[config.mk]
export PLATFORM = sky130hd
export DESIGN_NAME = etg_norm_div
export DESIGN_NICKNAME = d
export VERILOG_FILES = /design/src/rtl/etg_pkg.sv /design/src/rtl/etg_norm_div.sv
export SDC_FILE = /design/constraint.sdc
export NUM_CORES = 2
export LEC_CHECK = 0
export ABC_AREA = 1
export ABC_CLOCK_PERIOD_IN_PS = 5200
export BUFFER_PORTS_ARGS = -buffer_cell sky130_fd_sc_hd__buf_4
export CAP_MARGIN = 20
export CORE_MARGIN = 10
export CORE_UTILIZATION = 40
export DETAILED_ROUTE_END_ITERATION = 6
export PLACE_DENSITY_LB_ADDON = 0.3
export SLEW_MARGIN = 40
export SYNTH_ARGS = -nofsm -noshare
export SYNTH_HDL_FRONTEND = slang
export SYNTH_SLANG_ARGS = --single-unit
[constraint.sdc]
create_clock -name aclk -period 5.2 [get_ports aclk]
set_input_delay 0.52 -clock aclk [delete_from_list [all_inputs] [get_ports aclk]]
set_output_delay 0.52 -clock aclk [all_outputs]
set_load 0.05 [all_outputs]
[src/rtl/etg_pkg.sv]
// Shared types, constants and palette ROM for the escape-time gradient colorizer.
// No dependencies; every other file of the block refers to it by scoped names.
package etg_pkg;

    localparam int NUM_PALETTES_DEF  = 9;
    localparam int MAX_STOPS_DEF     = 9;
    localparam int FRACTION_BITS_DEF = 16;

    localparam int ROM_PALETTES = 9;
    localparam int ROM_STOPS    = 9;

    // configuration register indexes
    typedef enum logic [1:0] {
        REG_ITER_MAX = 2'd0,
        REG_REPEAT   = 2'd1,
        REG_PALETTE  = 2'd2
    } cfg_reg_t;

    // pipeline control handed to each stage group
    typedef struct packed {
        logic adv;
        logic valid;
    } pipe_ctrl_t;

    // one gradient stop, position in Q1.16 (1.0 = 65536)
    typedef struct packed {
        logic [16:0] pos;
        logic [7:0]  r;
        logic [7:0]  g;
        logic [7:0]  b;
    } stop_t;

    function automatic stop_t mk(input logic [16:0] pos, input logic [7:0] r,
                                 input logic [7:0] g, input logic [7:0] b);
        stop_t s;
        s.pos = pos;
        s.r   = r;
        s.g   = g;
        s.b   = b;
        return s;
    endfunction

    // number of stops stored for each palette
    function automatic logic [3:0] rom_count(input logic [3:0] pal);
        logic [3:0] c;
        case (pal)
            4'd4:    c = 4'd7;
            4'd5:    c = 4'd5;
            4'd8:    c = 4'd9;
            default: c = 4'd4;
        endcase
        return c;
    endfunction

    // palette ROM: fire, ocean, forest, violet, rainbow, sunset, plasma, ice, cosmic
    function automatic stop_t rom_stop(input logic [3:0] pal, input logic [3:0] idx);
        stop_t s;
        s = mk(17'd0, 8'd0, 8'd0, 8'd0);
        case (pal)
            4'd0: begin
                case (idx)
                    4'd1:    s = mk(17'd21627, 8'd255, 8'd0, 8'd0);
                    4'd2:    s = mk(17'd43254, 8'd255, 8'd255, 8'd0);
                    4'd3:    s = mk(17'd65536, 8'd255, 8'd255, 8'd255);
                    default: s = mk(17'd0, 8'd0, 8'd0, 8'd0);
                endcase
            end
            4'd1: begin
                case (idx)
                    4'd1:    s = mk(17'd21627, 8'd0, 8'd0, 8'd255);
                    4'd2:    s = mk(17'd43254, 8'd0, 8'd255, 8'd255);
                    4'd3:    s = mk(17'd65536, 8'd255, 8'd255, 8'd255);
                    default: s = mk(17'd0, 8'd0, 8'd0, 8'd0);
                endcase
            end
            4'd2: begin
                case (idx)
                    4'd1:    s = mk(17'd21627, 8'd0, 8'd180, 8'd0);
                    4'd2:    s = mk(17'd43254, 8'd200, 8'd255, 8'd0);
                    4'd3:    s = mk(17'd65536, 8'd255, 8'd255, 8'd255);
                    default: s = mk(17'd0, 8'd0, 8'd0, 8'd0);
                endcase
            end
            4'd3: begin
                case (idx)
                    4'd1:    s = mk(17'd21627, 8'd128, 8'd0, 8'd200);
                    4'd2:    s = mk(17'd43254, 8'd255, 8'd100, 8'd255);
                    4'd3:    s = mk(17'd65536, 8'd255, 8'd255, 8'd255);
                    default: s = mk(17'd0, 8'd0, 8'd0, 8'd0);
                endcase
            end
            4'd4: begin
                case (idx)
                    4'd0:    s = mk(17'd0, 8'd255, 8'd0, 8'd0);
                    4'd1:    s = mk(17'd10879, 8'd255, 8'd165, 8'd0);
                    4'd2:    s = mk(17'd21823, 8'd255, 8'd255, 8'd0);
                    4'd3:    s = mk(17'd32768, 8'd0, 8'd255, 8'd0);
                    4'd4:    s = mk(17'd43647, 8'd0, 8'd255, 8'd255);
                    4'd5:    s = mk(17'd54591, 8'd0, 8'd0, 8'd255);
                    4'd6:    s = mk(17'd65536, 8'd180, 8'd0, 8'd255);
                    default: s = mk(17'd0, 8'd0, 8'd0, 8'd0);
                endcase
            end
            4'd5: begin
                case (idx)
                    4'd1:    s = mk(17'd16384, 8'd255, 8'd140, 8'd0);
                    4'd2:    s = mk(17'd32768, 8'd255, 8'd0, 8'd0);
                    4'd3:    s = mk(17'd49152, 8'd255, 8'd0, 8'd200);
                    4'd4:    s = mk(17'd65536, 8'd55, 8'd0, 8'd255);
                    default: s = mk(17'd0, 8'd0, 8'd0, 8'd0);
                endcase
            end
            4'd6: begin
                case (idx)
                    4'd0:    s = mk(17'd0, 8'd13, 8'd8, 8'd135);
                    4'd1:    s = mk(17'd21627, 8'd126, 8'd3, 8'd168);
                    4'd2:    s = mk(17'd43254, 8'd240, 8'd87, 8'd100);
                    4'd3:    s = mk(17'd65536, 8'd240, 8'd230, 8'd50);
                    default: s = mk(17'd0, 8'd0, 8'd0, 8'd0);
                endcase
            end
            4'd7: begin
                case (idx)
                    4'd0:    s = mk(17'd0, 8'd255, 8'd255, 8'd255);
                    4'd1:    s = mk(17'd21627, 8'd150, 8'd230, 8'd255);
                    4'd2:    s = mk(17'd43254, 8'd30, 8'd90, 8'd200);
                    4'd3:    s = mk(17'd65536, 8'd5, 8'd10, 8'd30);
                    default: s = mk(17'd0, 8'd0, 8'd0, 8'd0);
                endcase
            end
            4'd8: begin
                case (idx)
                    4'd1:    s = mk(17'd9372, 8'd0, 8'd0, 8'd51);
                    4'd2:    s = mk(17'd18743, 8'd0, 8'd77, 8'd64);
                    4'd3:    s = mk(17'd28115, 8'd64, 8'd224, 8'd208);
                    4'd4:    s = mk(17'd37421, 8'd200, 8'd220, 8'd240);
                    4'd5:    s = mk(17'd46793, 8'd255, 8'd255, 8'd224);
                    4'd6:    s = mk(17'd56164, 8'd255, 8'd215, 8'd0);
                    4'd7:    s = mk(17'd60883, 8'd255, 8'd165, 8'd0);
                    4'd8:    s = mk(17'd65536, 8'd139, 8'd0, 8'd0);
                    default: s = mk(17'd0, 8'd0, 8'd0, 8'd0);
                endcase
            end
            default: s = mk(17'd0, 8'd0, 8'd0, 8'd0);
        endcase
        return s;
    endfunction

    // rescale a Q1.16 stop position to Q1.fb; caller keeps the low fb+1 bits
    function automatic logic [40:0] scale_pos(input logic [16:0] pos, input int fb);
        logic [40:0] w;
        w = 41'(pos) << fb;
        return w >> 16;
    endfunction

endpackage

[src/rtl/etg_norm_div.sv]
// Pipelined restoring divider: fraction bits of rem/den, one quotient bit per stage.
// Depends on etg_pkg for the pipeline control struct.
module etg_norm_div #(
    parameter int FB = etg_pkg::FRACTION_BITS_DEF
) (
    input  logic                aclk,
    input  logic                aresetn,
    input  etg_pkg::pipe_ctrl_t ctrl_in,
    input  logic [24:0]         rem_in,
    input  logic [23:0]         den_in,
    input  logic [1:0]          flag_in,
    output logic                valid_out,
    output logic [FB-1:0]       q_out,
    output logic [1:0]          flag_out
);

    logic [FB-1:0] v_reg;
    logic [24:0]   r_reg [FB];
    logic [23:0]   d_reg [FB];
    logic [FB-1:0] q_reg [FB];
    logic [1:0]    f_reg [FB];

    genvar k;
    generate
        for (k = 0; k < FB; k++) begin : g_stage
            logic          v_prev;
            logic [24:0]   r_prev;
            logic [23:0]   d_prev;
            logic [FB-1:0] q_prev;
            logic [1:0]    f_prev;
            logic [25:0]   r_dbl;
            logic [25:0]   r_sub;
            logic          take;

            if (k == 0) begin : g_first
                assign v_prev = ctrl_in.valid;
                assign r_prev = rem_in;
                assign d_prev = den_in;
                assign q_prev = '0;
                assign f_prev = flag_in;
            end else begin : g_next
                assign v_prev = v_reg[k-1];
                assign r_prev = r_reg[k-1];
                assign d_prev = d_reg[k-1];
                assign q_prev = q_reg[k-1];
                assign f_prev = f_reg[k-1];
            end

            // shift in one bit and subtract when the divisor fits
            assign r_dbl = {r_prev, 1'b0};
            assign take  = r_dbl >= {2'b00, d_prev};
            assign r_sub = r_dbl - {2'b00, d_prev};

            always_ff @(posedge aclk) begin
                if (!aresetn) begin
                    v_reg[k] <= 1'b0;
                end else if (ctrl_in.adv) begin
                    v_reg[k] <= v_prev;
                end
            end

            always_ff @(posedge aclk) begin
                if (ctrl_in.adv) begin
                    r_reg[k] <= take ? r_sub[24:0] : r_dbl[24:0];
                    d_reg[k] <= d_prev;
                    q_reg[k] <= {q_prev[FB-2:0], take};
                    f_reg[k] <= f_prev;
                end
            end
        end
    endgenerate

    assign valid_out = v_reg[FB-1];
    assign q_out     = q_reg[FB-1];
    assign flag_out  = f_reg[FB-1];

endmodule

==> impl_metrics.py <==
metrics = {
    "run_status": {
        "outcome": "completed",
    },
    "placement": {
        "dp_hpwl_mm": 146,
        "numPortBuffers": 73,
        "gp_congestion": 0.953,
    },
    "power": {
        "ir_worst_vdd_mv": 0.287,
        "leakage_nw": 36.3,
        "power_density_nw_per_um2": 554,
    },
    "min_path": {
        "hold_start": "rem_in[13]",
        "hold_depth": 3,
        "whs_endpoint": "r_reg[0][14]$_DFFE_PP_",
        "hold_class": "input pin to flip-flop",
    },
    "yosys": {
        "netlist_instances": 8370,
        "synth_edf_count": 903,
        "yosysTopAreaCellShare_pct": 42.7,
        "syn_avg_cell_area_um2": 7.58,
        "ys_ff_latch": 919,
        "syn_nets": 8823,
        "synth_top_area_cell": "edfxtp_1",
        "synth-main-ff-cell": "edfxtp_1",
        "postSynth.asyncResetShare_pct": 0,
        "synthTopCellsByArea": "edfxtp_1 43%, nand2_1 19%, inv_1 10%, ha_1 7.5%, nand3_1 5.7%",
        "synth_warnings": 0,
        "yosysUniqueCellTypes": 43,
        "yosysSeqAreaShare_pct": 43.2,
        "syn_area_um2": 63500,
    },
    "timing": {
        "max_slew_margin_pct": 39.4,
        "rsz0062_at_grt": "no",
        "tightestPinTransition_ns": 0.909,
        "hold_viol": 0,
        "post-route-min-period_ns": 3.12,
        "fin_skew_ns": 0.0582,
        "drv_slew": 0,
        "fmax_mhz": 320,
        "timing.hold.ws_ns": 0.0781,
        "setup_violations": 0,
        "min_period_over_period_pct": 60.0,
        "setup_tns_ns": 0,
    },
    "critical_path": {
        "cp_top_family": "simple AND/OR/NAND/NOR gates",
        "required_ns": 5.64,
        "r2r-end": "r_reg[1][91]$_DFFE_PP_",
        "ff2ff_path_depth": 9,
        "cp-start-kind": "flip-flop",
        "arrival_ns": 3.56,
        "cp_slowest_cell": "nor2_4",
        "cpPeakStageDelay_ns": 0.52,
        "crit_buf_inv": 1,
        "reg2reg_from": "d_reg[1][71]$_DFFE_PP_",
        "worstPathMaxFanout": 26,
        "end_kind": "flip-flop",
        "worstPathCellList": "inv_1 > ha_1 > a21oi_1 > nor3b_1 > nand3_2 > nor2_4 > nand2_4 > nand3_1 > nand2_1",
        "r2r_setup_slack_ns": 2.08,
        "path_class": "flip-flop to flip-flop",
    },
    "drt": {
        "antenna_left": 0,
        "routed_via_density": 4.92,
        "drcViolationCount": 0,
        "drt-pass1-iter-count": 6,
        "finalWirelength_mm": 184,
        "vias": 52400,
        "drt_iter0_drc": 4519,
        "routedWlPerCell_um": 17.3,
    },
    "final_layout": {
        "largest_register_ffs": 375,
        "fin_nets": 8949,
        "utilization_pct": 44.3,
        "nFillCells": 15839,
        "drive_gt1_share_pct": 5.77,
        "syn2layout_area_growth_pct": 10.3,
    },
    "die": {
        "io-pin-count": 74,
        "die_w_um": 418,
        "core_area_um2": 158000,
        "num_rows": 146,
        "die_area_um2": 175000,
        "fp.dieH_um": 418,
        "start_util_pct": 40.2,
    },
    "global_route": {
        "grt_overflow": 0,
        "antenna_found_initial": 3,
        "grt_pass1_wl_mm": 285,
        "grt_max_degree": 143,
        "grt_util_all_layers_pct": 20.6,
        "first_global_vias": 50197,
    },
    "clocking": {
        "clock_path_buffers": 3,
        "cts_sinks": 919,
        "clkTransAtPathRegs_ns": 0.06,
        "cts_tree": "built",
        "worstSkewPairLatency_ns": 0.76,
        "post_cts_resized": 0,
        "clockRootBuffer": "clkbuf_16",
        "holdBufCountCts": 27,
        "post-cts-setup-buffer-count": 0,
        "htree_num_levels": 3,
        "numCtsBuffers": 106,
    },
    "job": {
        "maxCapViolCount": 0,
    },
}
how the worst max path moves through the flow:
stage / start / to / depth (start not counted)
final: d_reg[1][71]$_DFFE_PP_ / r_reg[1][91]$_DFFE_PP_ / 9
after global routing: d_reg[1][71]$_DFFE_PP_ / r_reg[1][91]$_DFFE_PP_ / 9
after CTS: d_reg[1][71]$_DFFE_PP_ / r_reg[1][91]$_DFFE_PP_ / 9
after detailed placement: d_reg[1][71]$_DFFE_PP_ / r_reg[1][91]$_DFFE_PP_ / 9
after global placement: d_reg[1][71]$_DFFE_PP_ / r_reg[1][91]$_DFFE_PP_ / 9
after floorplan: den_in[23] / r_reg[0][19]$_DFFE_PP_ / 10
Yosys cell counts, types with 41 or more instances:
| master | count |
|---|---|
| a21oi_1 | 188 |
| and2_1 | 42 |
| buf_2 | 64 |
| edfxtp_1 | 903 |
| ha_1 | 383 |
| inv_1 | 1746 |
| nand2_1 | 3136 |
| nand3_1 | 721 |
| nand3_2 | 56 |
| nand3b_1 | 59 |
| nand4_1 | 167 |
| nor2_1 | 437 |
| nor2_2 | 41 |
| xor2_1 | 143 |
power breakdown:
part | switching (W) | leakage, nW | internal [W]
Combinational | 0.0127 | 25.7 | 0.00617
Sequential | 0.00148 | 8.95 | 0.0108
Clock | 0.00324 | 1.72 | 0.00435
cell usage in the layout, fill, tap and decap left out, drive strengths merged:
cell | Yosys | layout
clkbuf | 3 | 123
nand3b | 72 | 72
nand3 | 781 | 781
o211ai | 1 | 1
fa | 15 | 15
ha | 383 | 383
bufinv | 0 | 10
xnor2 | 15 | 15
nor2 | 496 | 496
buf | 98 | 92
nor3b | 9 | 9
dfxtp | 16 | 16
diode | 0 | 1
o21ai | 32 | 32
nand2 | 3184 | 3184
nor4 | 1 | 1
and3 | 2 | 2
and2 | 42 | 42
dlygate4sd3 | 0 | 27
clkinv | 0 | 47
or2 | 19 | 19
inv | 1758 | 1765
edfxtp | 903 | 903
a41oi | 1 | 1
a21oi | 196 | 196
nand4 | 170 | 170
clkinvlp | 0 | 9
nor3 | 29 | 29
xor2 | 143 | 143
o2111ai | 1 | 1
cells by family (layout without fill, tap and decap cells):
kind of cell	count (synthesis)	count (layout)	synth area share, %
other	0	1	0
and+or+nand+nor	4805	4805	33.1
AOI/OAI and AO/OA	231	231	1.91
DFF	919	919	43.2
buffers and inverters	1859	2073	11.5
xor gates and xnor gates	158	158	2.18
adders and majority gates	398	398	8.02
per-stage QoR:
step | cells | power, W | setup WS [ns] | area [µm²]
6_report | 10657 | 0.0388 | 2.08 | 70000
2_1_floorplan | 8370 | 0.0257 | 3.11 | 63500
4_1_cts | 10655 | 0.0390 | 2.03 | 70000
5_1_grt | 10656 | 0.0420 | 1.82 | 70000
3_3_place_gp | 10432 | 0.0310 | 2.02 | 66100
3_5_place_dp | 10432 | 0.0312 | 2.04 | 66100
routing by layer:
layer / vias to the layer above / track usage [%] / share of wire, %
met3: 350 / 2.64 / 4.9
met2: 1443 / 36.0 / 48
met4: 2 / 7.36 / 3.8
met1: 24062 / 26.1 / 43
li1: 26543 / - / -
met5: - / 0 / 0.0071
final cells by class:
type	count	area, µm²	share of cell area, %
Timing Repair Buffer	119	1060	1.52
Antenna cell	1	2.50	0.00358
Inverter	1758	6600	9.43
Sequential cell	919	27400	39.2
Multi-Input combinational cell	5592	28700	41.0
Clock inverter	73	802	1.15
Tap cell	2072	2590	3.70
Clock buffer	123	2770	3.96
worst reg2reg max path: cells and delay by family, from the launching register on:
kind	cells	cell delay (ns)
adders and majority gates	1	0.27
and+or+nand+nor	6	1.68
buffers and inverters	1	0.11
AOI/OAI and AO/OA	1	0.32
DFF	1	0.45
Power figures use the tool's default switching activity.
