## src/rtl/etg_pkg.sv

```systemverilog
// Shared types, constants and palette ROM for the escape-time gradient colorizer.
// No dependencies; every other file of the block refers to it by scoped names.
package etg_pkg;

    localparam int NUM_PALETTES_DEF  = 9;
    localparam int MAX_STOPS_DEF     = 9;
    localparam int FRACTION_BITS_DEF = 16;

    localparam int ROM_PALETTES = 9;
    localparam int ROM_STOPS    = 9;

    // configuration register indexes
    typedef enum logic [1:0] {
        REG_ITER_MAX = 2'd0,
        REG_REPEAT   = 2'd1,
        REG_PALETTE  = 2'd2
    } cfg_reg_t;

    // pipeline control handed to each stage group
    typedef struct packed {
        logic adv;
        logic valid;
    } pipe_ctrl_t;

    // one gradient stop, position in Q1.16 (1.0 = 65536)
    typedef struct packed {
        logic [16:0] pos;
        logic [7:0]  r;
        logic [7:0]  g;
        logic [7:0]  b;
    } stop_t;

    function automatic stop_t mk(input logic [16:0] pos, input logic [7:0] r,
                                 input logic [7:0] g, input logic [7:0] b);
        stop_t s;
        s.pos = pos;
        s.r   = r;
        s.g   = g;
        s.b   = b;
        return s;
    endfunction

    // number of stops stored for each palette
    function automatic logic [3:0] rom_count(input logic [3:0] pal);
        logic [3:0] c;
        case (pal)
            4'd4:    c = 4'd7;
            4'd5:    c = 4'd5;
            4'd8:    c = 4'd9;
            default: c = 4'd4;
        endcase
        return c;
    endfunction

    // palette ROM: fire, ocean, forest, violet, rainbow, sunset, plasma, ice, cosmic
    function automatic stop_t rom_stop(input logic [3:0] pal, input logic [3:0] idx);
        stop_t s;
        s = mk(17'd0, 8'd0, 8'd0, 8'd0);
        case (pal)
            4'd0: begin
                case (idx)
                    4'd1:    s = mk(17'd21627, 8'd255, 8'd0, 8'd0);
                    4'd2:    s = mk(17'd43254, 8'd255, 8'd255, 8'd0);
                    4'd3:    s = mk(17'd65536, 8'd255, 8'd255, 8'd255);
                    default: s = mk(17'd0, 8'd0, 8'd0, 8'd0);
                endcase
            end
            4'd1: begin
                case (idx)
                    4'd1:    s = mk(17'd21627, 8'd0, 8'd0, 8'd255);
                    4'd2:    s = mk(17'd43254, 8'd0, 8'd255, 8'd255);
                    4'd3:    s = mk(17'd65536, 8'd255, 8'd255, 8'd255);
                    default: s = mk(17'd0, 8'd0, 8'd0, 8'd0);
                endcase
            end
            4'd2: begin
                case (idx)
                    4'd1:    s = mk(17'd21627, 8'd0, 8'd180, 8'd0);
                    4'd2:    s = mk(17'd43254, 8'd200, 8'd255, 8'd0);
                    4'd3:    s = mk(17'd65536, 8'd255, 8'd255, 8'd255);
                    default: s = mk(17'd0, 8'd0, 8'd0, 8'd0);
                endcase
            end
            4'd3: begin
                case (idx)
                    4'd1:    s = mk(17'd21627, 8'd128, 8'd0, 8'd200);
                    4'd2:    s = mk(17'd43254, 8'd255, 8'd100, 8'd255);
                    4'd3:    s = mk(17'd65536, 8'd255, 8'd255, 8'd255);
                    default: s = mk(17'd0, 8'd0, 8'd0, 8'd0);
                endcase
            end
            4'd4: begin
                case (idx)
                    4'd0:    s = mk(17'd0, 8'd255, 8'd0, 8'd0);
                    4'd1:    s = mk(17'd10879, 8'd255, 8'd165, 8'd0);
                    4'd2:    s = mk(17'd21823, 8'd255, 8'd255, 8'd0);
                    4'd3:    s = mk(17'd32768, 8'd0, 8'd255, 8'd0);
                    4'd4:    s = mk(17'd43647, 8'd0, 8'd255, 8'd255);
                    4'd5:    s = mk(17'd54591, 8'd0, 8'd0, 8'd255);
                    4'd6:    s = mk(17'd65536, 8'd180, 8'd0, 8'd255);
                    default: s = mk(17'd0, 8'd0, 8'd0, 8'd0);
                endcase
            end
            4'd5: begin
                case (idx)
                    4'd1:    s = mk(17'd16384, 8'd255, 8'd140, 8'd0);
                    4'd2:    s = mk(17'd32768, 8'd255, 8'd0, 8'd0);
                    4'd3:    s = mk(17'd49152, 8'd255, 8'd0, 8'd200);
                    4'd4:    s = mk(17'd65536, 8'd55, 8'd0, 8'd255);
                    default: s = mk(17'd0, 8'd0, 8'd0, 8'd0);
                endcase
            end
            4'd6: begin
                case (idx)
                    4'd0:    s = mk(17'd0, 8'd13, 8'd8, 8'd135);
                    4'd1:    s = mk(17'd21627, 8'd126, 8'd3, 8'd168);
                    4'd2:    s = mk(17'd43254, 8'd240, 8'd87, 8'd100);
                    4'd3:    s = mk(17'd65536, 8'd240, 8'd230, 8'd50);
                    default: s = mk(17'd0, 8'd0, 8'd0, 8'd0);
                endcase
            end
            4'd7: begin
                case (idx)
                    4'd0:    s = mk(17'd0, 8'd255, 8'd255, 8'd255);
                    4'd1:    s = mk(17'd21627, 8'd150, 8'd230, 8'd255);
                    4'd2:    s = mk(17'd43254, 8'd30, 8'd90, 8'd200);
                    4'd3:    s = mk(17'd65536, 8'd5, 8'd10, 8'd30);
                    default: s = mk(17'd0, 8'd0, 8'd0, 8'd0);
                endcase
            end
            4'd8: begin
                case (idx)
                    4'd1:    s = mk(17'd9372, 8'd0, 8'd0, 8'd51);
                    4'd2:    s = mk(17'd18743, 8'd0, 8'd77, 8'd64);
                    4'd3:    s = mk(17'd28115, 8'd64, 8'd224, 8'd208);
                    4'd4:    s = mk(17'd37421, 8'd200, 8'd220, 8'd240);
                    4'd5:    s = mk(17'd46793, 8'd255, 8'd255, 8'd224);
                    4'd6:    s = mk(17'd56164, 8'd255, 8'd215, 8'd0);
                    4'd7:    s = mk(17'd60883, 8'd255, 8'd165, 8'd0);
                    4'd8:    s = mk(17'd65536, 8'd139, 8'd0, 8'd0);
                    default: s = mk(17'd0, 8'd0, 8'd0, 8'd0);
                endcase
            end
            default: s = mk(17'd0, 8'd0, 8'd0, 8'd0);
        endcase
        return s;
    endfunction

    // rescale a Q1.16 stop position to Q1.fb; caller keeps the low fb+1 bits
    function automatic logic [40:0] scale_pos(input logic [16:0] pos, input int fb);
        logic [40:0] w;
        w = 41'(pos) << fb;
        return w >> 16;
    endfunction

endpackage

```

## src/rtl/etg_chan_div.sv

```systemverilog
// Pipelined 8-bit quotient divider for the three color channels of the blend.
// Depends on etg_pkg for the pipeline control struct.
module etg_chan_div #(
    parameter int FB = etg_pkg::FRACTION_BITS_DEF
) (
    input  logic                aclk,
    input  logic                aresetn,
    input  etg_pkg::pipe_ctrl_t ctrl_in,
    input  logic [2:0][FB+8:0]  x_in,
    input  logic [FB:0]         span_in,
    input  logic [2:0][7:0]     a_in,
    input  logic [2:0]          neg_in,
    input  logic                blk_in,
    output logic                valid_out,
    output logic [2:0][7:0]     q_out,
    output logic [2:0]          rnz_out,
    output logic [2:0][7:0]     a_out,
    output logic [2:0]          neg_out,
    output logic                blk_out
);

    localparam int XW = FB + 9;

    logic [7:0]         v_reg;
    logic [2:0][XW-1:0] r_reg [8];
    logic [2:0][7:0]    q_reg [8];
    logic [FB:0]        s_reg [8];
    logic [2:0][7:0]    a_reg [8];
    logic [2:0]         n_reg [8];
    logic [7:0]         b_reg;

    genvar k, c;
    generate
        for (k = 0; k < 8; k++) begin : g_stage
            logic               v_prev;
            logic [2:0][XW-1:0] r_prev;
            logic [2:0][7:0]    q_prev;
            logic [FB:0]        s_prev;
            logic [2:0][7:0]    a_prev;
            logic [2:0]         n_prev;
            logic               b_prev;
            logic [XW-1:0]      dsh;
            logic [2:0][XW-1:0] r_nxt;
            logic [2:0][7:0]    q_nxt;

            if (k == 0) begin : g_first
                assign v_prev = ctrl_in.valid;
                assign r_prev = x_in;
                assign q_prev = '0;
                assign s_prev = span_in;
                assign a_prev = a_in;
                assign n_prev = neg_in;
                assign b_prev = blk_in;
            end else begin : g_next
                assign v_prev = v_reg[k-1];
                assign r_prev = r_reg[k-1];
                assign q_prev = q_reg[k-1];
                assign s_prev = s_reg[k-1];
                assign a_prev = a_reg[k-1];
                assign n_prev = n_reg[k-1];
                assign b_prev = b_reg[k-1];
            end

            // divisor aligned to quotient bit 7-k
            assign dsh = XW'(s_prev) << (7 - k);

            for (c = 0; c < 3; c++) begin : g_chan
                logic take;
                assign take     = r_prev[c] >= dsh;
                assign r_nxt[c] = take ? r_prev[c] - dsh : r_prev[c];
                assign q_nxt[c] = {q_prev[c][6:0], take};
            end

            always_ff @(posedge aclk) begin
                if (!aresetn) begin
                    v_reg[k] <= 1'b0;
                end else if (ctrl_in.adv) begin
                    v_reg[k] <= v_prev;
                end
            end

            always_ff @(posedge aclk) begin
                if (ctrl_in.adv) begin
                    r_reg[k] <= r_nxt;
                    q_reg[k] <= q_nxt;
                    s_reg[k] <= s_prev;
                    a_reg[k] <= a_prev;
                    n_reg[k] <= n_prev;
                    b_reg[k] <= b_prev;
                end
            end
        end
    endgenerate

    assign valid_out = v_reg[7];
    assign q_out     = q_reg[7];
    assign a_out     = a_reg[7];
    assign neg_out   = n_reg[7];
    assign blk_out   = b_reg[7];

    generate
        for (c = 0; c < 3; c++) begin : g_rnz
            assign rnz_out[c] = r_reg[7][c] != '0;
        end
    endgenerate

endmodule
```

## config.mk

```make
export PLATFORM = sky130hd
export DESIGN_NAME = etg_chan_div
export DESIGN_NICKNAME = d
export VERILOG_FILES = /design/src/rtl/etg_pkg.sv /design/src/rtl/etg_chan_div.sv
export SDC_FILE = /design/constraint.sdc
export NUM_CORES = 2
export LEC_CHECK = 0
export ABC_CLOCK_PERIOD_IN_PS = 3800
export BUFFER_PORTS_ARGS = -buffer_cell sky130_fd_sc_hd__buf_2
export CORE_MARGIN = 4
export CORE_UTILIZATION = 40
export CTS_BUF_LIST = sky130_fd_sc_hd__clkbuf_2
export CTS_CLUSTER_DIAMETER = 120
export DETAILED_ROUTE_END_ITERATION = 6
export MAX_ROUTING_LAYER = met4
export PLACE_DENSITY_LB_ADDON = 0.2
export SYNTH_ARGS = -nofsm -noshare
export SYNTH_HDL_FRONTEND = slang
export SYNTH_SLANG_ARGS = --single-unit
```

## constraint.sdc

```tcl
create_clock -name aclk -period 3.8 [get_ports aclk]
set_input_delay 0.57 -clock aclk [delete_from_list [all_inputs] [get_ports aclk]]
set_output_delay 0.57 -clock aclk [all_outputs]
set_load 0.02 [all_outputs]
```

==> results.yml <==
sta:
  timing.final.crit_period_ns: 3.75
  finalSetupViolations: 0
  final-hold-violation-count: 0
  fin_skew_ns: 0.149
  max_slew_margin_pct: 29.9
  tightest_slew_ns: 1.05
  max_freq_ghz: 0.267
  period_share_pct: 98.6
  drv_slew: 0
yosys:
  synth-simple-area-share_pct: 12.0
  synth-edff-count: 1051
  synth_area_sq_um: 59100
  synth_fa_ha_area_share_pct: 9.45
  yosys_warnings: 0
  synth_cell_types: 82
  syn_nets: 5757
  seq_area_frac_synth_pct: 53.7
  synth_compound_area_share_pct: 14.2
  synth-seq-cells: 1059
  async_reset_ff_share_pct: 0
  ys_top_cells_by_area: "edfxtp_1 53%, ha_1 8.6%, o21ai_0 3.7%, xnor2_1 2.8%, nand2_1 2.8%"
  synth_top_family_by_area: "compound AO/OA/AOI/OAI gates"
  yosys.area.top_type: "edfxtp_1"
  syn_inst: 5201
  synth_mux_area_share_pct: 2.31
  synth_ff_type: "edfxtp_1"
  syn_area_per_cell_sq_um: 11.4
  netlist.area_leader.share_pct: 53.4
  synth_xor_xnor_area_share_pct: 5.62
floorplanning:
  start_util_pct: 40.4
  ios: 180
  die_area_sq_um: 154000
  die_width_um: 392
  rows: 140
  die_h_um: 392
  coreArea_sq_um: 146000
drt:
  drt_pass1_iterations: 7
  drtIter0Drc: 2072
  route.vias.total: 42100
  vias_per_cell: 5.19
  detail-route-antenna-nets: 0
  wl_um: 149000
  post_drt_wl_per_cell_um: 18.4
  drc_errors: 0
clock_network:
  cts_buffer_depth: 4
  clock_sinks: 1059
  cts_tree: "done"
  post_cts_buffers: 0
  cts_root_buffer: "clkbuf_2"
  cts_buffers: 298
  clock_latency_ns: 1.59
  path_clk_slew_ns: 0.08
  cts_max_level: 5
worst_setup_path:
  cp_slowest_cell: "dlygate4sd3_1"
  crit_cells: 16
  cp_cell_sequence: "dlygate4sd3_1 -> buf_2 -> dlygate4sd3_1 -> ha_1 -> fa_1 -> nor2b_1 -> o21ai_0 -> a21boi_1 -> o211ai_1 -> nand2_1 -> a21oi_1 -> buf_4 -> nand2_1 -> dlygate4sd3_1 -> o31ai_1 -> dlygate4sd3_1"
  path_class: "in -> reg"
  start_kind: "input port"
  crit_required_ns: 5.07
  critical-path-max-stage-delay_ns: 0.61
  path_max_fanout: 10
  crit_path_end_kind: "register"
  reg2reg_depth: 12
  critical_path.most_common_cell: "dlygate4sd3_1"
  cpLargestDelayFamily: "buffers and inverters"
  worst-endpoint-arrival_ns: 5.02
  critical_path_buf_inv_count: 6
finish:
  largest_register_ffs: 600
  n_fill_cell: 13400
  final_area_sq_um: 69100
  nets: 6572
  drive_gt1_share_pct: 14.1
  syn_to_final_growth_pct: 17.0
  final_cell_count_no_fill: 8111
power_and_ir_drop:
  vdd_drop_max_mv: 0.191
  power.density_nw_per_um2: 630
  p_leak_nw: 26.8
  power_mw: 43.6
placement:
  gp_congestion: 0.924
  io_buffers: 179
  post_dp_cell_area_sq_um: 63100
  dp_hpwl_um: 113000
  dpl.cell_count: 7283
hold_path:
  hp-class: "in -> reg"
  whs_path_depth: 5
flow_run:
  max_cap_viol_count: 0
global_route:
  grt_pass1_wl_um: 231000
  antenna_found_initial: 3
  grt-ovfl-total: 0
  grt_pass1_vias: 41500
  grt_max_degree: 97
  track_usage_pct: 19.8
status:
  status: "complete, no violations"
## worst register-to-register path: stages, from the launching register on
cell and delay (ns):
edfxtp_1 0.51, ha_1 0.22, inv_1 0.06, fa_1 0.41, a211oi_1 0.39, o21ai_0 0.21
a2111oi_0 0.41, buf_4 0.20, nor3_1 0.09, a32o_1 0.30, a21boi_0 0.15, o311ai_0 0.16
xnor2_1 0.11
## where the power goes
| group | internal [mW] | leakage (nW) | switching (mW) |
|---|---|---|---|
| Clock | 3.12 | 1.88 | 4.47 |
| Sequential | 16.7 | 10.2 | 1.79 |
| Combinational | 7.81 | 14.7 | 9.70 |
| Total | 27.6 | 26.8 | 16.0 |
## cell usage in the layout, fill, tap and decap left out, types with 24 or more instances in the layout
| cell type | n |
|---|---|
| clkinv_1 | 41 |
| buf_12 | 28 |
| clkbuf_2 | 407 |
| xnor2_1 | 192 |
| fa_1 | 24 |
| nor3_1 | 122 |
| o21ai_0 | 441 |
| o31a_1 | 27 |
| a21o_1 | 131 |
| nand2b_1 | 62 |
| buf_2 | 178 |
| nor2b_1 | 73 |
| nand4_1 | 55 |
| dlygate4sd3_1 | 349 |
| ha_1 | 408 |
| mux2_2 | 94 |
| buf_4 | 88 |
| o21bai_1 | 36 |
| and3_1 | 27 |
| nor2_1 | 329 |
| or3_1 | 58 |
| nand2_1 | 444 |
| xor2_1 | 187 |
| edfxtp_1 | 1051 |
| o211ai_1 | 24 |
| o21a_1 | 72 |
| inv_1 | 269 |
| a211oi_1 | 39 |
| mux2i_1 | 27 |
| o31ai_1 | 46 |
| nand3_1 | 102 |
| a31oi_1 | 37 |
| a21oi_1 | 329 |
| nor4_1 | 52 |
## cells in the mapped netlist (all sizes together), types with 8 or more instances
cell	instances
o31ai	48
nand2	444
or4	23
a221o	8
fa	24
ha	408
a31oi	39
nor2b	73
clkbuf	98
nor3b	10
a211oi	42
o21a	72
nor4b	16
a21boi	19
a41oi	8
a211o	12
and3	27
dfxtp	8
mux2	97
o211ai	24
nand3	102
o41ai	14
o21ai	442
xor2	187
buf	33
o31a	27
a21oi	331
nor3	124
o21bai	36
xnor2	192
edfxtp	1051
nor2	329
and2	11
nor4	58
mux2i	27
inv	271
a2111oi	23
nand3b	12
or2	16
o22ai	8
a21o	131
nand4b	13
nand2b	62
or3	59
nand4	55
## layout make-up
type                       count  area [sq um]  area share [%]
multi-input combinational   3740         25900            37.5
clock inverter                61           348           0.503
timing repair buffer         646          5660            8.18
inverter                     271          1020            1.47
clock buffer                 407          2040            2.95
sequential                  1059         31700            45.9
antenna                       10          25.0          0.0362
tap                         1917          2400            3.47
## cell families after synthesis
kind of cell	count (synthesis)
and+or+nand+nor	1452
AOI/OAI and AO/OA	1353
DFF	1059
adders and majority gates	432
buffers and inverters	402
xor gates and xnor gates	379
muxes	124
## path summary, 6_finish.rpt
| check | startpoint | endpoint | slack (ns) |
|---|---|---|---|
| setup / recovery | span_in[0] | r_reg[0][72] | 0.05 |
| hold / removal | x_in[48] | r_reg[0][49] | 0.29 |
| setup reg to reg | s_reg[5][0] | r_reg[1][199] | 0.21 |
| hold reg to reg | a_reg[0][86] | a_reg[1][14] | 0.34 |
## repair_timing
action / 4_1_cts / 5_1_grt
pin swaps: 2 / 0
hold buffers: 350 / 0
endpoints found under the setup margin: 3 / 18
endpoints found under the hold margin: 1182 / 0
gates resized for setup: 8 / 8
## metal layers
metal | part of all wire [%] | GRT usage, % | routed length (um)
met1 | 43 | 23.9 | 64000
met2 | 46 | 30.9 | 68800
met3 | 3.7 | 2.72 | 5480
met4 | 7.3 | 13.5 | 10900
met5 | 0 | - | 0
## per-stage QoR
stage / utilization, % / setup TNS [ns] / setup slack (ns) / hold slack, ns
floorplan: - / 0 / 0.409 / 0.400
global placement: 43.2 / 0 / 0.167 / 0.400
detailed placement: 43.2 / 0 / 0.166 / 0.405
CTS: 47.2 / 0 / 0.00133 / 0.000631
global route: 47.3 / -0.0897 / -0.0419 / 0.00826
finish: 47.3 / 0 / 0.0524 / 0.287
Power figures use the tool's default switching activity.
